**src/lgq_pkg.sv**
```systemverilog
`timescale 1ns / 1ps

package lgq_pkg;

   localparam int FRAC_BITS = 30;

   // Q30 one at the working widths, and half a Q30 LSB in Q60 for rounding
   localparam logic signed [33:0] L_ONE    = 34'sd1073741824;
   localparam logic signed [31:0] X_ONE    = 32'sd1073741824;
   localparam logic [67:0]        Q_HALF   = 68'd536870912;

   // output limits
   localparam logic signed [33:0] LV_MAX   = 34'sd1073741824;
   localparam logic signed [34:0] QV_MAX   = 35'sd2147483648;
   localparam logic signed [41:0] QS_MAX   = 42'sd69793218560;

   // one point travelling down the recurrence
   typedef struct packed {
      logic signed [31:0] x;
      logic [5:0]         n;
      logic signed [33:0] lm1;   // L(k-2) on entry to step k
      logic signed [33:0] ln;    // L(k-1) on entry to step k
      logic signed [34:0] q;
   } lgq_item_type;

   typedef struct packed {
      logic signed [37:0] q_slope;
      logic signed [32:0] q_value;
      logic signed [31:0] legendre_value;
   } lgq_result_type;

   // round a Q60 product to Q30, to nearest, ties away from zero
   function automatic logic signed [37:0] round_q(input logic signed [67:0] p);
      logic [67:0] mag;
      logic [67:0] r;
      mag = p[67] ? 68'(-p) : 68'(p);
      r   = (mag + Q_HALF) >> FRAC_BITS;
      return p[67] ? -$signed(r[37:0]) : $signed(r[37:0]);
   endfunction

endpackage

```
**src/lgq_outbuf.sv**
```systemverilog
`timescale 1ns / 1ps

module lgq_outbuf (
   input  logic                    clock,
   input  logic                    reset,
   input  logic                    in_valid,
   input  lgq_pkg::lgq_result_type in_result,
   output logic                    in_ready,
   output logic                    out_valid,
   input  logic                    out_ready,
   output lgq_pkg::lgq_result_type out_result
);
   import lgq_pkg::*;

   logic           out_valid_ff;
   logic           out_valid_in;
   lgq_result_type out_data_ff;
   lgq_result_type out_data_in;
   logic           skid_valid_ff;
   logic           skid_valid_in;
   lgq_result_type skid_data_ff;
   lgq_result_type skid_data_in;
   logic           push;

   assign in_ready = !skid_valid_ff;
   assign push     = in_valid && !skid_valid_ff;

   always_comb begin
      out_valid_in  = out_valid_ff;
      out_data_in   = out_data_ff;
      skid_valid_in = skid_valid_ff;
      skid_data_in  = skid_data_ff;
      if (!out_valid_ff || out_ready) begin
         if (skid_valid_ff) begin
            out_valid_in  = 1'b1;
            out_data_in   = skid_data_ff;
            skid_valid_in = 1'b0;
         end else begin
            out_valid_in = push;
            out_data_in  = in_result;
         end
      end else if (push) begin
         // output is held, park the arriving item
         skid_valid_in = 1'b1;
         skid_data_in  = in_result;
      end
   end

   always_ff @(posedge clock) begin
      if (reset) begin
         out_valid_ff  <= 1'b0;
         skid_valid_ff <= 1'b0;
      end else begin
         out_valid_ff  <= out_valid_in;
         skid_valid_ff <= skid_valid_in;
      end
   end

   always_ff @(posedge clock) begin
      out_data_ff  <= out_data_in;
      skid_data_ff <= skid_data_in;
   end

   assign out_valid  = out_valid_ff;
   assign out_result = out_data_ff;

endmodule

```
**config.mk**
```make
export PLATFORM = sky130hd
export DESIGN_NAME = lgq_outbuf
export DESIGN_NICKNAME = d
export VERILOG_FILES = /design/src/lgq_pkg.sv /design/src/lgq_outbuf.sv
export SDC_FILE = /design/constraint.sdc
export NUM_CORES = 1
export LEC_CHECK = 0
export BUFFER_PORTS_ARGS = -buffer_cell sky130_fd_sc_hd__buf_2
export CAP_MARGIN = 40
export CORE_MARGIN = 3
export CORE_UTILIZATION = 49
export CTS_BUF_LIST = sky130_fd_sc_hd__clkbuf_2 sky130_fd_sc_hd__clkbuf_4 sky130_fd_sc_hd__clkbuf_8
export CTS_CLUSTER_SIZE = 16
export DETAILED_ROUTE_END_ITERATION = 7
export PLACE_DENSITY = 0.76
export SYNTH_ARGS = -nofsm -noshare
export SYNTH_HDL_FRONTEND = slang
export SYNTH_SLANG_ARGS = --single-unit
```
**constraint.sdc**
```tcl
create_clock -name clock -period 29.8 [get_ports clock]
set_input_delay 4.47 -clock clock [delete_from_list [all_inputs] [get_ports clock]]
set_output_delay 4.47 -clock clock [all_outputs]
set_load 0.01 [all_outputs]
```
==> impl_metrics.yaml <==
sta:
  min_period_ns: 6.52
  worst_pin_slew_ns: 0.870
  rsz0062_at_grt: "no"
  skew_ns: 0.0134
  fmax_mhz: 153
  tns_ns: 0
  maxSlewViolCount: 0
  worst_slack_ns: 23.28
  timing.hold.ws_ns: 0.536
  fin_crit_sh: 0.219
  hold_viol_final: 0
  slew_headroom: 0.420
  finalSetupViolations: 0
routing:
  wirelength_um: 14200
  drt_pass1_iterations: 4
  avgViaCountPerCell: 4.95
  wl_per_cell_um: 17.6
  postRouteAntennaNets: 0
  first_iter_violations: 210
  drc_errors: 0
  num_vias: 3990
finish:
  areaGrowthSynthToFinish_pct: 25.2
  layout_commonest_cell: "buf_2"
  finish.utilization: 0.628
  layout_common_cells: "buf_2, edfxtp_1, mux2_2"
  drive_gt1_frac: 0.630
  n_fill_cell: 1095
  nets: 677
flow_run:
  maxCapViolations: 0
power_and_ir_drop:
  vdd_drop_max_uv: 36.4
  power_density_nw_per_um2: 64.9
  leakage_nw: 3.72
global_routing:
  grt_pass1_vias: 4186
  grt_pass1_wl_um: 21300
  antenna_found_initial: 0
  grt_max_degree: 62
  grt_usage: 0.160
  overflow: 0
floorplan:
  start_util: 0.502
  design.die.area_um2: 17200
  io_pins: 212
  dieWidth_um: 131
  fp-row-count: 45
  chipHeight_um: 131
  fp.coreArea_um2: 15300
worst_setup_path:
  worstSetupEndpointType: "register"
  critPathMaxFanout: 61
  crit_required_ns: 29.92
  crit_arrival_ns: 6.64
  crit_type: "input pin to register"
  worstSetupStartpointType: "input pin"
logic_synthesis:
  synth_nets: 436
  yosys_warnings: 0
  syn_avg_cell_area_um2: 23.3
  synth.lib_cells_used.distinct: 12
  synthCells: 329
  ys_seq_area_frac: 0.813
  synth_area_um2: 7650
  synth_seq_cells: 208
run_status:
  status: "finished, final reports clean"
clock_tree:
  numCtsBuffers: 36
  htree_levels: 2
  insertion_delay_ns: 0.49
  cts-resized-gates: 0
  clock_sink_count: 208
  cts_hold_buf: 0
  cts_setup_buffers: 0
  clock_path_buffers: 3
  clk_pin_slew_worst_paths_ns: 0.06
  cts_tree: "done"
  cts-root-buf: "clkbuf_8"
place:
  gp_congestion: 0.762
  preCtsSetupSlack_ns: 22.72
  portBuffers: 211
  place_hpwl_um: 9050
hold_path:
  hold_class: "register to register"
## where the power goes
group / switching, mW / leakage, nW / total [mW] / internal [mW]
clock network: 0.106 / 0.344 / 0.237 / 0.131
logic: 0.0213 / 1.35 / 0.0423 / 0.0210
registers: 0.00452 / 2.02 / 0.343 / 0.339
total: 0.132 / 3.72 / 0.622 / 0.491
## through the flow
stage | cells | cell area [um^2] | power, mW
finish | 806 | 9590 | 0.622
global route | 805 | 9580 | 0.649
CTS | 805 | 9580 | 0.631
detailed placement | 743 | 8920 | 0.392
global placement | 743 | 8920 | 0.390
floorplan | 329 | 7650 | 0.370
## logic make-up after synthesis
logic type / after synthesis / synth area share
DFF: 208 / 0.813
and+or+nand+nor: 4 / 0.00294
muxes: 103 / 0.170
buffers and inverters: 13 / 0.0132
AOI/OAI and AO/OA: 1 / 0.000653
## routing by layer
metal / wire length (um) / up-vias / GRT usage
met5: 0 / - / 0
met4: 285 / 0 / 0.0617
met3: 1370 / 26 / 0.0630
met2: 6870 / 196 / 0.254
met1: 5650 / 1963 / 0.200
li1: - / 1805 / -
## registers in the layout, summed over array words and instances (netlist names)
name           flops
skid_valid_ff      1
out_valid          1
skid_data_ff     103
out_result       103
## path summary, 6_finish.rpt
check / from / endpoint / slack, ns / cells after the start
max: out_ready / skid_data_ff[68] / 23.28 / 5
min: skid_data_ff[58] / out_result[58] / 0.54 / 1
max reg2reg: out_valid / skid_data_ff[68] / 27.06 / 4
min reg2reg: skid_data_ff[58] / out_result[58] / 0.54 / 1
## worst max-delay path, stage by stage
cell	delay, ns
buf_2	0.10
nand2b_4	0.45
nor3b_2	0.29
buf_4	0.67
buf_4	0.60
## final cells by class
class / instances / area, um^2 / area share
sequential: 208 / 6230 / 0.650
clock buffer: 50 / 607 / 0.0633
tap: 211 / 264 / 0.0275
clock inverter: 12 / 53.8 / 0.00561
inverter: 1 / 3.75 / 0.000392
multi-input combinational: 108 / 1340 / 0.140
antenna: 1 / 2.50 / 0.000261
timing repair buffer: 215 / 1090 / 0.113
## Yosys cell counts
cell type / count / area share
edfxtp_1: 206 / 0.81
mux2_2: 66 / 0.097
mux2_4: 37 / 0.073
buf_2: 6 / 0.0039
buf_6: 6 / 0.0088
dfxtp_1: 2 / 0.0052
a21oi_1: 1 / 0.00065
inv_1: 1 / 0.00049
nand2b_1: 1 / 0.00082
nor2_1: 1 / 0.00049
nor3_1: 1 / 0.00065
nor3b_1: 1 / 0.00098
Note: power is estimated with default switching activity, not from simulation.
