## config.mk

```make
export PLATFORM = sky130hd
export DESIGN_NAME = lgq_finish
export DESIGN_NICKNAME = d
export VERILOG_FILES = /design/src/lgq_pkg.sv /design/src/lgq_finish.sv
export SDC_FILE = /design/constraint.sdc
export NUM_CORES = 1
export LEC_CHECK = 0
export ABC_CLOCK_PERIOD_IN_PS = 8300
export BUFFER_PORTS_ARGS = -buffer_cell sky130_fd_sc_hd__buf_4
export CORE_ASPECT_RATIO = 1.2
export CORE_MARGIN = 5
export CORE_UTILIZATION = 55
export DETAILED_ROUTE_END_ITERATION = 7
export PLACE_DENSITY = 0.79
export SLEW_MARGIN = 20
export SYNTH_ARGS = -nofsm -noshare
export SYNTH_HDL_FRONTEND = slang
export SYNTH_SLANG_ARGS = --single-unit
```

## constraint.sdc

```tcl
create_clock -name clock -period 8.3 [get_ports clock]
set_input_delay 1.66 -clock clock [delete_from_list [all_inputs] [get_ports clock]]
set_output_delay 1.66 -clock clock [all_outputs]
set_load 0.05 [all_outputs]
```

## src/lgq_pkg.sv

```systemverilog
`timescale 1ns / 1ps

package lgq_pkg;

   localparam int FRAC_BITS = 30;

   // Q30 one at the working widths, and half a Q30 LSB in Q60 for rounding
   localparam logic signed [33:0] L_ONE    = 34'sd1073741824;
   localparam logic signed [31:0] X_ONE    = 32'sd1073741824;
   localparam logic [67:0]        Q_HALF   = 68'd536870912;

   // output limits
   localparam logic signed [33:0] LV_MAX   = 34'sd1073741824;
   localparam logic signed [34:0] QV_MAX   = 35'sd2147483648;
   localparam logic signed [41:0] QS_MAX   = 42'sd69793218560;

   // one point travelling down the recurrence
   typedef struct packed {
      logic signed [31:0] x;
      logic [5:0]         n;
      logic signed [33:0] lm1;   // L(k-2) on entry to step k
      logic signed [33:0] ln;    // L(k-1) on entry to step k
      logic signed [34:0] q;
   } lgq_item_type;

   typedef struct packed {
      logic signed [37:0] q_slope;
      logic signed [32:0] q_value;
      logic signed [31:0] legendre_value;
   } lgq_result_type;

   // round a Q60 product to Q30, to nearest, ties away from zero
   function automatic logic signed [37:0] round_q(input logic signed [67:0] p);
      logic [67:0] mag;
      logic [67:0] r;
      mag = p[67] ? 68'(-p) : 68'(p);
      r   = (mag + Q_HALF) >> FRAC_BITS;
      return p[67] ? -$signed(r[37:0]) : $signed(r[37:0]);
   endfunction

endpackage

```

## src/lgq_finish.sv

```systemverilog
`timescale 1ns / 1ps

module lgq_finish (
   input  logic                   clock,
   input  logic                   reset,
   input  logic                   en,
   input  logic                   in_valid,
   input  lgq_pkg::lgq_item_type  in_item,
   output logic                   out_valid,
   output lgq_pkg::lgq_result_type out_result
);
   import lgq_pkg::*;

   logic                valid_ff;
   lgq_result_type      result_ff;
   lgq_result_type      result_in;
   logic [6:0]          odd_n;
   logic signed [41:0]  slope;
   logic signed [33:0]  lv;
   logic signed [34:0]  qv;
   logic signed [41:0]  qs;

   // the derivative terms cancel down to (2n+1) * L(n)
   always_comb begin
      odd_n = {in_item.n, 1'b1};
      slope = 42'($signed({1'b0, odd_n})) * 42'(in_item.ln);

      if (in_item.ln > LV_MAX) begin
         lv = LV_MAX;
      end else if (in_item.ln < -LV_MAX) begin
         lv = -LV_MAX;
      end else begin
         lv = in_item.ln;
      end

      if (in_item.q > QV_MAX) begin
         qv = QV_MAX;
      end else if (in_item.q < -QV_MAX) begin
         qv = -QV_MAX;
      end else begin
         qv = in_item.q;
      end

      if (slope > QS_MAX) begin
         qs = QS_MAX;
      end else if (slope < -QS_MAX) begin
         qs = -QS_MAX;
      end else begin
         qs = slope;
      end

      result_in.legendre_value = 32'(lv);
      result_in.q_value        = 33'(qv);
      result_in.q_slope        = 38'(qs);
   end

   always_ff @(posedge clock) begin
      if (reset) begin
         valid_ff <= 1'b0;
      end else if (en) begin
         valid_ff <= in_valid;
      end
   end

   always_ff @(posedge clock) begin
      if (en) begin
         result_ff <= result_in;
      end
   end

   assign out_valid  = valid_ff;
   assign out_result = result_ff;

endmodule

```

==> out/qor.txt <==
Ys flop type - edfxtp_1
DRT Wirelength - 32.38 mm
First-pass GRT wire length - 54.65 mm
# port buffers - 182
Max cap viols - 0
Global route overflow - 0
Die Span X - 152.0 um
Critical path buffer and inverter count - 5
CP startpoint kind - input pin
Hold crit path type - register to register
H-tree levels - 3
Fmax - 131.8 MHz
Clock root buffer - clkbuf_16
Largest net degree at the start of global routing - 77
Tcrit/Tclk final - 0.9142
Gr usage total - 0.2402
Delay-heaviest family, CP - adder cells
Die Ht - 180.4 um
RSZ-0062 raised after global routing - no
Clock tree sinks - 104
Starting density of the core - 0.5570
Setup violations, final - 0
Most used cell, CP - fa_1
Combinational power share - 0.802
Synth Area per Inst - 9.280 um2
Setup TNS - 0 ps
Layout Nets - 1979
Async SR Flop Fraction - 0
Slew headroom - 0.3742
CP Max Fanout - 34
Synth Warn # - 0
Clock power share - 0.076
Clk_lat worst skew - 360 ps
Post-synth EDFFs - 103
Status - finished, final reports clean
Post-DP HPWL - 25.22 mm
Int Power - 2682 uW
Netlist cell types - 73
Rows - 62
CTS clock-pin slew for the worst setup and hold paths - 80 ps
Antenna violations before repair - 0
Leak Pwr - 0.007141 uW
Final Critical Period - 7588 ps
Yosys reg bits - 104
Cell area after synthesis - 13310 um2
Via density - 5.609
Post-CTS Setup Bufs - 0
Sequential share of power - 0.121
Vias in the first global route - 11364
CTS tree - built
DRC viols - 0
Final hold vios - 0
Worst EP required - 8410 ps
Initial DRC Count - 646
Clk_skew - 0 ps
CP max stage cell - fa_1
Antenna Cells - 0
CTS buffer count - 9
Critical path arrival - 7690 ps
Drt pass-1 iters - 6
Cells after Synth - 1434
Final ANT Viol Nets - 0
Worst Tran Pin Value - 938.8 ps
P&R area growth vs syn - 14.40%
Pins Over Slew Limit - 0
Critical Setup Path Class - input pin to register
Layout Utilization - 0.6372
Resized Gates After CTS - 0
WL/cell - 17.06 um
PwrDens - 392.8 nW/um2
Worst IR Drop VDD - 346.6 uV
CP peak stage delay - 590 ps
Hold Buf Count CTS - 0
Core Area - 23890 um2
Met3 Use GR - 0.03555
Grt peak-use layer - met2
I/O pin total - 249
Sw frac - 0.5516
Die area - 27420 um2
Net switching power - 3299 uW
Met1 GRT Util - 0.2596
Crit end category - register
CTS Buffer Depth - 2
DR vias - 10646
Routing usage on met2 - 0.4594
Register area share after synthesis - 0.2339
Routability Congestion - 0.9085
CP Cell Sequence - buf_4 -> nand2_1 -> fa_1 -> inv_1 -> fa_1 -> fa_1 -> inv_1 -> fa_1 -> inv_1 -> ha_1 -> nand4_1 -> nor3_1 -> nand3_1 -> and2_1 -> a21oi_1 -> o41ai_1 -> xnor2_2 -> buf_4 -> a32oi_1 -> o32a_1
Share of cells above drive strength 1 - 0.1489
Syn nets - 1840
-- synthesized netlist by cell type, types with 3 or more instances --
| master | count | share of area |
|---|---|---|
| buf_2 | 9 | 0.0034 |
| fa_1 | 176 | 0.26 |
| a22oi_1 | 3 | 0.0017 |
| o211a_1 | 3 | 0.0023 |
| edfxtp_1 | 103 | 0.23 |
| xnor2_1 | 13 | 0.0086 |
| nor4b_1 | 3 | 0.0020 |
| o2111ai_1 | 3 | 0.0020 |
| o21bai_1 | 5 | 0.0028 |
| a21boi_0 | 3 | 0.0017 |
| ha_1 | 85 | 0.080 |
| a211oi_2 | 3 | 0.0028 |
| and4_1 | 4 | 0.0026 |
| xor2_1 | 15 | 0.0099 |
| nand4_1 | 16 | 0.0075 |
| nor4_1 | 18 | 0.0085 |
| clkbuf_1 | 54 | 0.015 |
| nor3_1 | 19 | 0.0071 |
| o22a_1 | 7 | 0.0046 |
| inv_1 | 260 | 0.073 |
| nand2_1 | 173 | 0.049 |
| a21o_1 | 13 | 0.0073 |
| o211ai_1 | 3 | 0.0017 |
| o21ai_0 | 18 | 0.0068 |
| nor2_1 | 57 | 0.016 |
| o32ai_2 | 6 | 0.0073 |
| a21oi_1 | 41 | 0.015 |
| nand3_1 | 37 | 0.014 |
| a211oi_1 | 9 | 0.0051 |
| nor2b_1 | 40 | 0.019 |
| a211o_1 | 3 | 0.0020 |
| or3_1 | 7 | 0.0033 |
| o21a_1 | 7 | 0.0039 |
| o31ai_1 | 6 | 0.0034 |
| o21ai_1 | 5 | 0.0019 |
| mux2i_1 | 5 | 0.0038 |
| nand2b_1 | 9 | 0.0042 |
| and3_1 | 12 | 0.0056 |
| or4_1 | 4 | 0.0023 |
| and2_1 | 110 | 0.052 |
| o22ai_1 | 25 | 0.012 |
-- registers in the layout, indices dropped and copies added, names as in the netlist --
| name | count |
|---|---|
| out_result | 103 |
| out_valid | 1 |
-- cell families after synthesis --
group / after synthesis / share of synthesized area
AND/OR/NAND/NOR: 516 / 0.1972
buffers and inverters: 326 / 0.09421
adder cells (fa/ha/maj): 261 / 0.3447
AO/OA/AOI/OAI: 194 / 0.1078
flip-flops: 104 / 0.2339
XOR/XNOR: 28 / 0.01843
multiplexers: 5 / 0.003761
-- routing by layer --
layer  vias up  share of wire
li1       4974              -
met1      5234           0.36
met2       340           0.55
met3        98          0.048
met4         0          0.040
met5         -              0
-- final cells by class --
| cell class | count | area [um2] |
|---|---|---|
| Clock buffer | 9 | 225.2 |
| Timing Repair Buffer | 194 | 1456 |
| Inverter | 260 | 975.9 |
| Tap cell | 320 | 400.4 |
| Multi-Input combinational cell | 1004 | 8962 |
| Sequential cell | 104 | 3113 |
| Clock inverter | 7 | 91.34 |
| Fill cell | 1971 | 8668 |
-- worst paths after layout --
check,cells after the start,endpoint,slack [ps],start
worst min register to register,2,out_valid,500,out_valid
worst max-delay path,20,out_result[99],710,in_item[104]
worst max register to register,2,out_valid,7710,out_valid
worst min-delay path,2,out_valid,500,out_valid
-- power groups by stage --
stage	clock (uW)	sequential [uW]	combinational (uW)
finish	457	726	4800
global route	491	734	5330
global placement	0	738	4640
CTS	464	728	4760
floorplan	0	1020	3370
detailed placement	0	740	4740
-- stage by stage --
step           setup WS [ps]  instance area, um2  power, uW  hold WS, ps  std cells
2_1_floorplan           1127               13310       4397        732.6       1434
3_3_place_gp           596.4               14910       5379        475.6       1882
3_5_place_dp           498.5               14910       5477        494.7       1882
4_1_cts                838.4               15220       5957        512.1       1898
5_1_grt                361.3               15220       6555        550.0       1898
6_report               712.0               15220       5980        505.0       1898
-- cell usage in the layout, fill, tap and decap left out, types with 37 or more instances in the layout --
cell type,n
a21oi_1,41
and2_1,110
buf_4,194
edfxtp_1,103
fa_1,176
ha_1,85
inv_1,260
nand2_1,173
nand3_1,37
nor2_1,57
nor2b_1,40
-- worst reg2reg max path: cells and delay by family (launching register included) --
family,cells,cell delay (ps)
and+or+nand+nor,1,50
muxes,1,120
DFF,1,320
Power figures use the tool's default switching activity.
