--- config.mk ---
export PLATFORM = sky130hd
export DESIGN_NAME = lgq_step
export DESIGN_NICKNAME = d
export VERILOG_FILES = /design/src/lgq_pkg.sv /design/src/lgq_step.sv
export SDC_FILE = /design/constraint.sdc
export NUM_CORES = 2
export LEC_CHECK = 0
export BUFFER_PORTS_ARGS = -buffer_cell sky130_fd_sc_hd__buf_2
export CAP_MARGIN = 0
export CORE_MARGIN = 4
export CORE_UTILIZATION = 40
export CTS_CLUSTER_DIAMETER = 60
export CTS_CLUSTER_SIZE = 25
export DETAILED_ROUTE_END_ITERATION = 6
export PLACE_DENSITY_LB_ADDON = 0.12
export SLEW_MARGIN = 15
export SYNTH_ARGS = -nofsm -noshare
export SYNTH_HDL_FRONTEND = slang
export SYNTH_SLANG_ARGS = --single-unit
--- constraint.sdc ---
create_clock -name clock -period 29.8 [get_ports clock]
set_input_delay 5.96 -clock clock [delete_from_list [all_inputs] [get_ports clock]]
set_output_delay 5.96 -clock clock [all_outputs]
set_load 0.01 [all_outputs]
--- src/lgq_pkg.sv ---
`timescale 1ns / 1ps

package lgq_pkg;

   localparam int FRAC_BITS = 30;

   // Q30 one at the working widths, and half a Q30 LSB in Q60 for rounding
   localparam logic signed [33:0] L_ONE    = 34'sd1073741824;
   localparam logic signed [31:0] X_ONE    = 32'sd1073741824;
   localparam logic [67:0]        Q_HALF   = 68'd536870912;

   // output limits
   localparam logic signed [33:0] LV_MAX   = 34'sd1073741824;
   localparam logic signed [34:0] QV_MAX   = 35'sd2147483648;
   localparam logic signed [41:0] QS_MAX   = 42'sd69793218560;

   // one point travelling down the recurrence
   typedef struct packed {
      logic signed [31:0] x;
      logic [5:0]         n;
      logic signed [33:0] lm1;   // L(k-2) on entry to step k
      logic signed [33:0] ln;    // L(k-1) on entry to step k
      logic signed [34:0] q;
   } lgq_item_type;

   typedef struct packed {
      logic signed [37:0] q_slope;
      logic signed [32:0] q_value;
      logic signed [31:0] legendre_value;
   } lgq_result_type;

   // round a Q60 product to Q30, to nearest, ties away from zero
   function automatic logic signed [37:0] round_q(input logic signed [67:0] p);
      logic [67:0] mag;
      logic [67:0] r;
      mag = p[67] ? 68'(-p) : 68'(p);
      r   = (mag + Q_HALF) >> FRAC_BITS;
      return p[67] ? -$signed(r[37:0]) : $signed(r[37:0]);
   endfunction

endpackage

--- src/lgq_step.sv ---
`timescale 1ns / 1ps

module lgq_step #(
   parameter int K = 2
) (
   input  logic                 clock,
   input  logic                 reset,
   input  logic                 en,
   input  logic                 in_valid,
   input  lgq_pkg::lgq_item_type in_item,
   output logic                 out_valid,
   output lgq_pkg::lgq_item_type out_item
);
   import lgq_pkg::*;

   // a_k = (2k-1)/k and b_k = (k-1)/k in Q30, rounded to nearest
   localparam logic [31:0] A_COEF =
      32'(((64'(2 * K - 1) << 30) + 64'(K / 2)) / 64'(K));
   localparam logic [31:0] B_COEF =
      32'(((64'(K - 1) << 30) + 64'(K / 2)) / 64'(K));
   localparam logic [6:0]  K_CODE = 7'(K);

   logic                 a_valid_ff;
   lgq_item_type         a_item_ff;
   logic signed [33:0]   ax_ff;
   logic signed [33:0]   ax_in;
   logic signed [33:0]   bl_ff;
   logic signed [33:0]   bl_in;
   logic signed [64:0]   prod_ax;
   logic signed [65:0]   prod_bl;

   logic                 b_valid_ff;
   lgq_item_type         b_item_ff;
   lgq_item_type         b_item_in;
   logic signed [67:0]   prod_l;
   logic signed [33:0]   lk;
   logic [6:0]           n_ext;

   // first half: coefficient products
   always_comb begin
      prod_ax = 65'($signed({1'b0, A_COEF})) * 65'(in_item.x);
      prod_bl = 66'($signed({1'b0, B_COEF})) * 66'(in_item.lm1);
      ax_in   = 34'(round_q(68'(prod_ax)));
      bl_in   = 34'(round_q(68'(prod_bl)));
   end

   always_ff @(posedge clock) begin
      if (reset) begin
         a_valid_ff <= 1'b0;
      end else if (en) begin
         a_valid_ff <= in_valid;
      end
   end

   always_ff @(posedge clock) begin
      if (en) begin
         a_item_ff <= in_item;
         ax_ff     <= ax_in;
         bl_ff     <= bl_in;
      end
   end

   // second half: new L value, then shift, capture q, or pass along
   always_comb begin
      prod_l    = 68'(ax_ff) * 68'(a_item_ff.ln);
      lk        = 34'(round_q(prod_l)) - bl_ff;
      n_ext     = {1'b0, a_item_ff.n};
      b_item_in = a_item_ff;
      if (n_ext >= K_CODE) begin
         b_item_in.lm1 = a_item_ff.ln;
         b_item_in.ln  = lk;
      end else if (n_ext + 7'd1 == K_CODE) begin
         b_item_in.q = 35'(lk) - 35'(a_item_ff.lm1);
      end
   end

   always_ff @(posedge clock) begin
      if (reset) begin
         b_valid_ff <= 1'b0;
      end else if (en) begin
         b_valid_ff <= a_valid_ff;
      end
   end

   always_ff @(posedge clock) begin
      if (en) begin
         b_item_ff <= b_item_in;
      end
   end

   assign out_valid = b_valid_ff;
   assign out_item  = b_item_ff;

endmodule

==> flow_metrics.tcl <==
set metrics [dict create \
    run_status "completed" \
    io_buffers 286 \
    avgViaCountPerCell 5.20 \
    finalHoldViolations 0 \
    drt_first_pass_iters 7 \
    avgSynthCellArea_um2 9.49 \
    seq_area_frac_synth 0.156 \
    antenna_found_initial 11 \
    ys_seq_elements 352 \
    grtUsageTotal 0.227 \
    syn_nets 8838 \
    drc 0 \
    final_max_slew_viol_count 0 \
    path_buf_inv 9 \
    clockRootBuffer "clkbuf_16" \
    dpl.hpwl_mm 156 \
    slowest_stage "edfxtp_1" \
    cap_violations 0 \
    drtAntennaViolNets 0 \
    criticalPathCategory "flip-flop to flip-flop" \
    io_pins 287 \
    nets 8914 \
    clock_skew_ps 57.7 \
    fp.dieW_um 419 \
    cp_common_cell "inv_1" \
    overflow 0 \
    layout-drive-gt1-share 0.0821 \
    endpoint_kind "flip-flop" \
    grt_max_degree 87 \
    cts_resized 0 \
    startpoint_type "flip-flop" \
    ys.flop_type "edfxtp_1" \
    max_stage_delay_ps 760 \
    max_slew_margin 0.243 \
    start_util 0.403 \
    num_rows 150 \
    fin_crit_ps 16990 \
    async_reset_ff_frac 0 \
    synth_cell_types 120 \
    clk_pin_slew_worst_paths_ps 100 \
    synthCells 7109 \
    cts.htree.levels 2 \
    vias 49000 \
    coreArea_um2 167000 \
    ys_warn_count 0 \
    finalCritPeriodShare 0.570 \
    cts_sinks 352 \
    grt_pass1_vias 52300 \
    insertion_delay_ps 610 \
    fmax_ghz 0.0589 \
    wire_per_inst_um 20.6 \
    post_cts_buffers 0 \
    setup_viol 0 \
    gp_congestion 0.873 \
    dieArea_um2 175000 \
    path_max_fanout 21 \
    drt_iter0_drc 2869 \
    cts_tree "built" \
    fill_cells 16500 \
    fp.dieH_um 419 \
    syn_area_um2 67500 \
    tightest_slew_ps 1140 \
    area_growth_pct 7.15 \
    cts_hold_buf 0 \
    clockBufferDepth 3 \
    min_path_type "flip-flop to flip-flop" \
    grt_pass1_wl_mm 312 \
    finalWirelength_mm 194 \
    setup-tns-final_ps 0 \
    critical_path.top_delay_family "compound AO/OA/AOI/OAI gates" \
    critPathRequiredTime_ps 30110 \
    arrival_ps 17300 \
    cts_inserted_buffers 34 \
    synth_edf_count 350 \
    rsz0062_at_grt "no" \
]
-- final timing paths --
| kind | slack [ps] | cells after the start | to | start |
|---|---|---|---|---|
| setup / recovery | 12810 | 62 | out_item[33] | a_item_ff[41] |
| hold / removal | 410 | 0 | out_item[117] | a_item_ff[117] |
| setup reg to reg | 12810 | 62 | out_item[33] | a_item_ff[41] |
| hold reg to reg | 410 | 0 | out_item[117] | a_item_ff[117] |
-- routing by layer --
metal | GRT usage | wire length (µm)
met5 | 0 | 20
met4 | 0.0269 | 2070
met3 | 0.0305 | 10400
met2 | 0.360 | 87800
met1 | 0.342 | 93400
-- logic make-up (layout without fill, tap and decap cells) --
group | after synthesis | count (layout) | synth area share
adders and majority gates | 1584 | 1584 | 0.432
xor gates and xnor gates | 401 | 401 | 0.0530
other | 0 | 4 | 0
muxes | 92 | 92 | 0.0150
buffers and inverters | 1675 | 1776 | 0.0935
DFF | 352 | 352 | 0.156
AOI/OAI and AO/OA | 815 | 815 | 0.0819
and+or+nand+nor | 2190 | 2190 | 0.168
-- cell usage after synthesis, types with 48 or more instances --
library cell | n | share of area
fa_1 | 1244 | 0.37
clkbuf_1 | 314 | 0.017
ha_1 | 340 | 0.063
a21oi_1 | 204 | 0.015
mux2_2 | 71 | 0.012
inv_1 | 1340 | 0.075
o21ai_0 | 168 | 0.012
nor3_1 | 84 | 0.0062
xnor2_1 | 274 | 0.036
xor2_1 | 122 | 0.016
nand4_1 | 48 | 0.0044
nand2_1 | 715 | 0.040
nand3_1 | 99 | 0.0073
and2_1 | 667 | 0.062
nor2_1 | 233 | 0.013
edfxtp_1 | 350 | 0.16
a21o_1 | 64 | 0.0071
nand2b_1 | 60 | 0.0056
-- state kept, by name, indices dropped and copies added, names as in the netlist --
name        flops
a_item_ff     141
a_valid_ff      1
ax_ff          34
bl_ff          34
out_item      141
out_valid       1
-- metrics by stage --
stage	instances	instance area (µm²)	setup slack (ps)	utilization	hold slack [ps]
global route	9414	72300	11500	0.432	426
CTS	9414	72300	12830	0.432	418
detailed placement	9353	71100	12890	0.425	405
global placement	9353	71100	13200	0.425	401
finish	9418	72300	12810	0.432	412
floorplan	7109	67500	14540	-	400
-- placed cells by master, fill, tap and decap left out, types with 11 or more instances in the layout --
| cell | count |
|---|---|
| a211oi_1 | 26 |
| a21boi_0 | 15 |
| a21o_1 | 64 |
| a21oi_1 | 204 |
| a31oi_1 | 32 |
| and2_1 | 667 |
| and3_1 | 41 |
| and4_1 | 11 |
| buf_2 | 285 |
| buf_4 | 88 |
| clkbuf_16 | 34 |
| edfxtp_1 | 350 |
| fa_1 | 1244 |
| ha_1 | 340 |
| inv_1 | 1340 |
| mux2_2 | 71 |
| mux2i_1 | 20 |
| nand2_1 | 715 |
| nand2b_1 | 60 |
| nand3_1 | 99 |
| nand4_1 | 48 |
| nor2_1 | 232 |
| nor2b_1 | 34 |
| nor3_1 | 84 |
| nor3b_1 | 14 |
| nor4_1 | 46 |
| o2111ai_1 | 14 |
| o211ai_1 | 23 |
| o21a_1 | 36 |
| o21ai_0 | 168 |
| o21ai_1 | 14 |
| o21bai_1 | 21 |
| o31ai_1 | 41 |
| or2_2 | 21 |
| or3_1 | 42 |
| or4_1 | 15 |
| xnor2_1 | 274 |
| xor2_1 | 122 |
-- area by class of cell --
class / count / area (µm²) / area share
antenna: 4 / 10.0 / 0.000138
clock buffer: 34 / 851 / 0.0118
clock inverter: 27 / 370 / 0.00512
inverter: 1341 / 5030 / 0.0696
multi-input combinational: 5082 / 50700 / 0.700
sequential: 352 / 10600 / 0.146
tap: 2204 / 2760 / 0.0381
timing repair buffer: 374 / 2100 / 0.0291
Power is not shown: default switching activity piles up to over one toggle a cycle in this logic, so the estimate is an artifact.
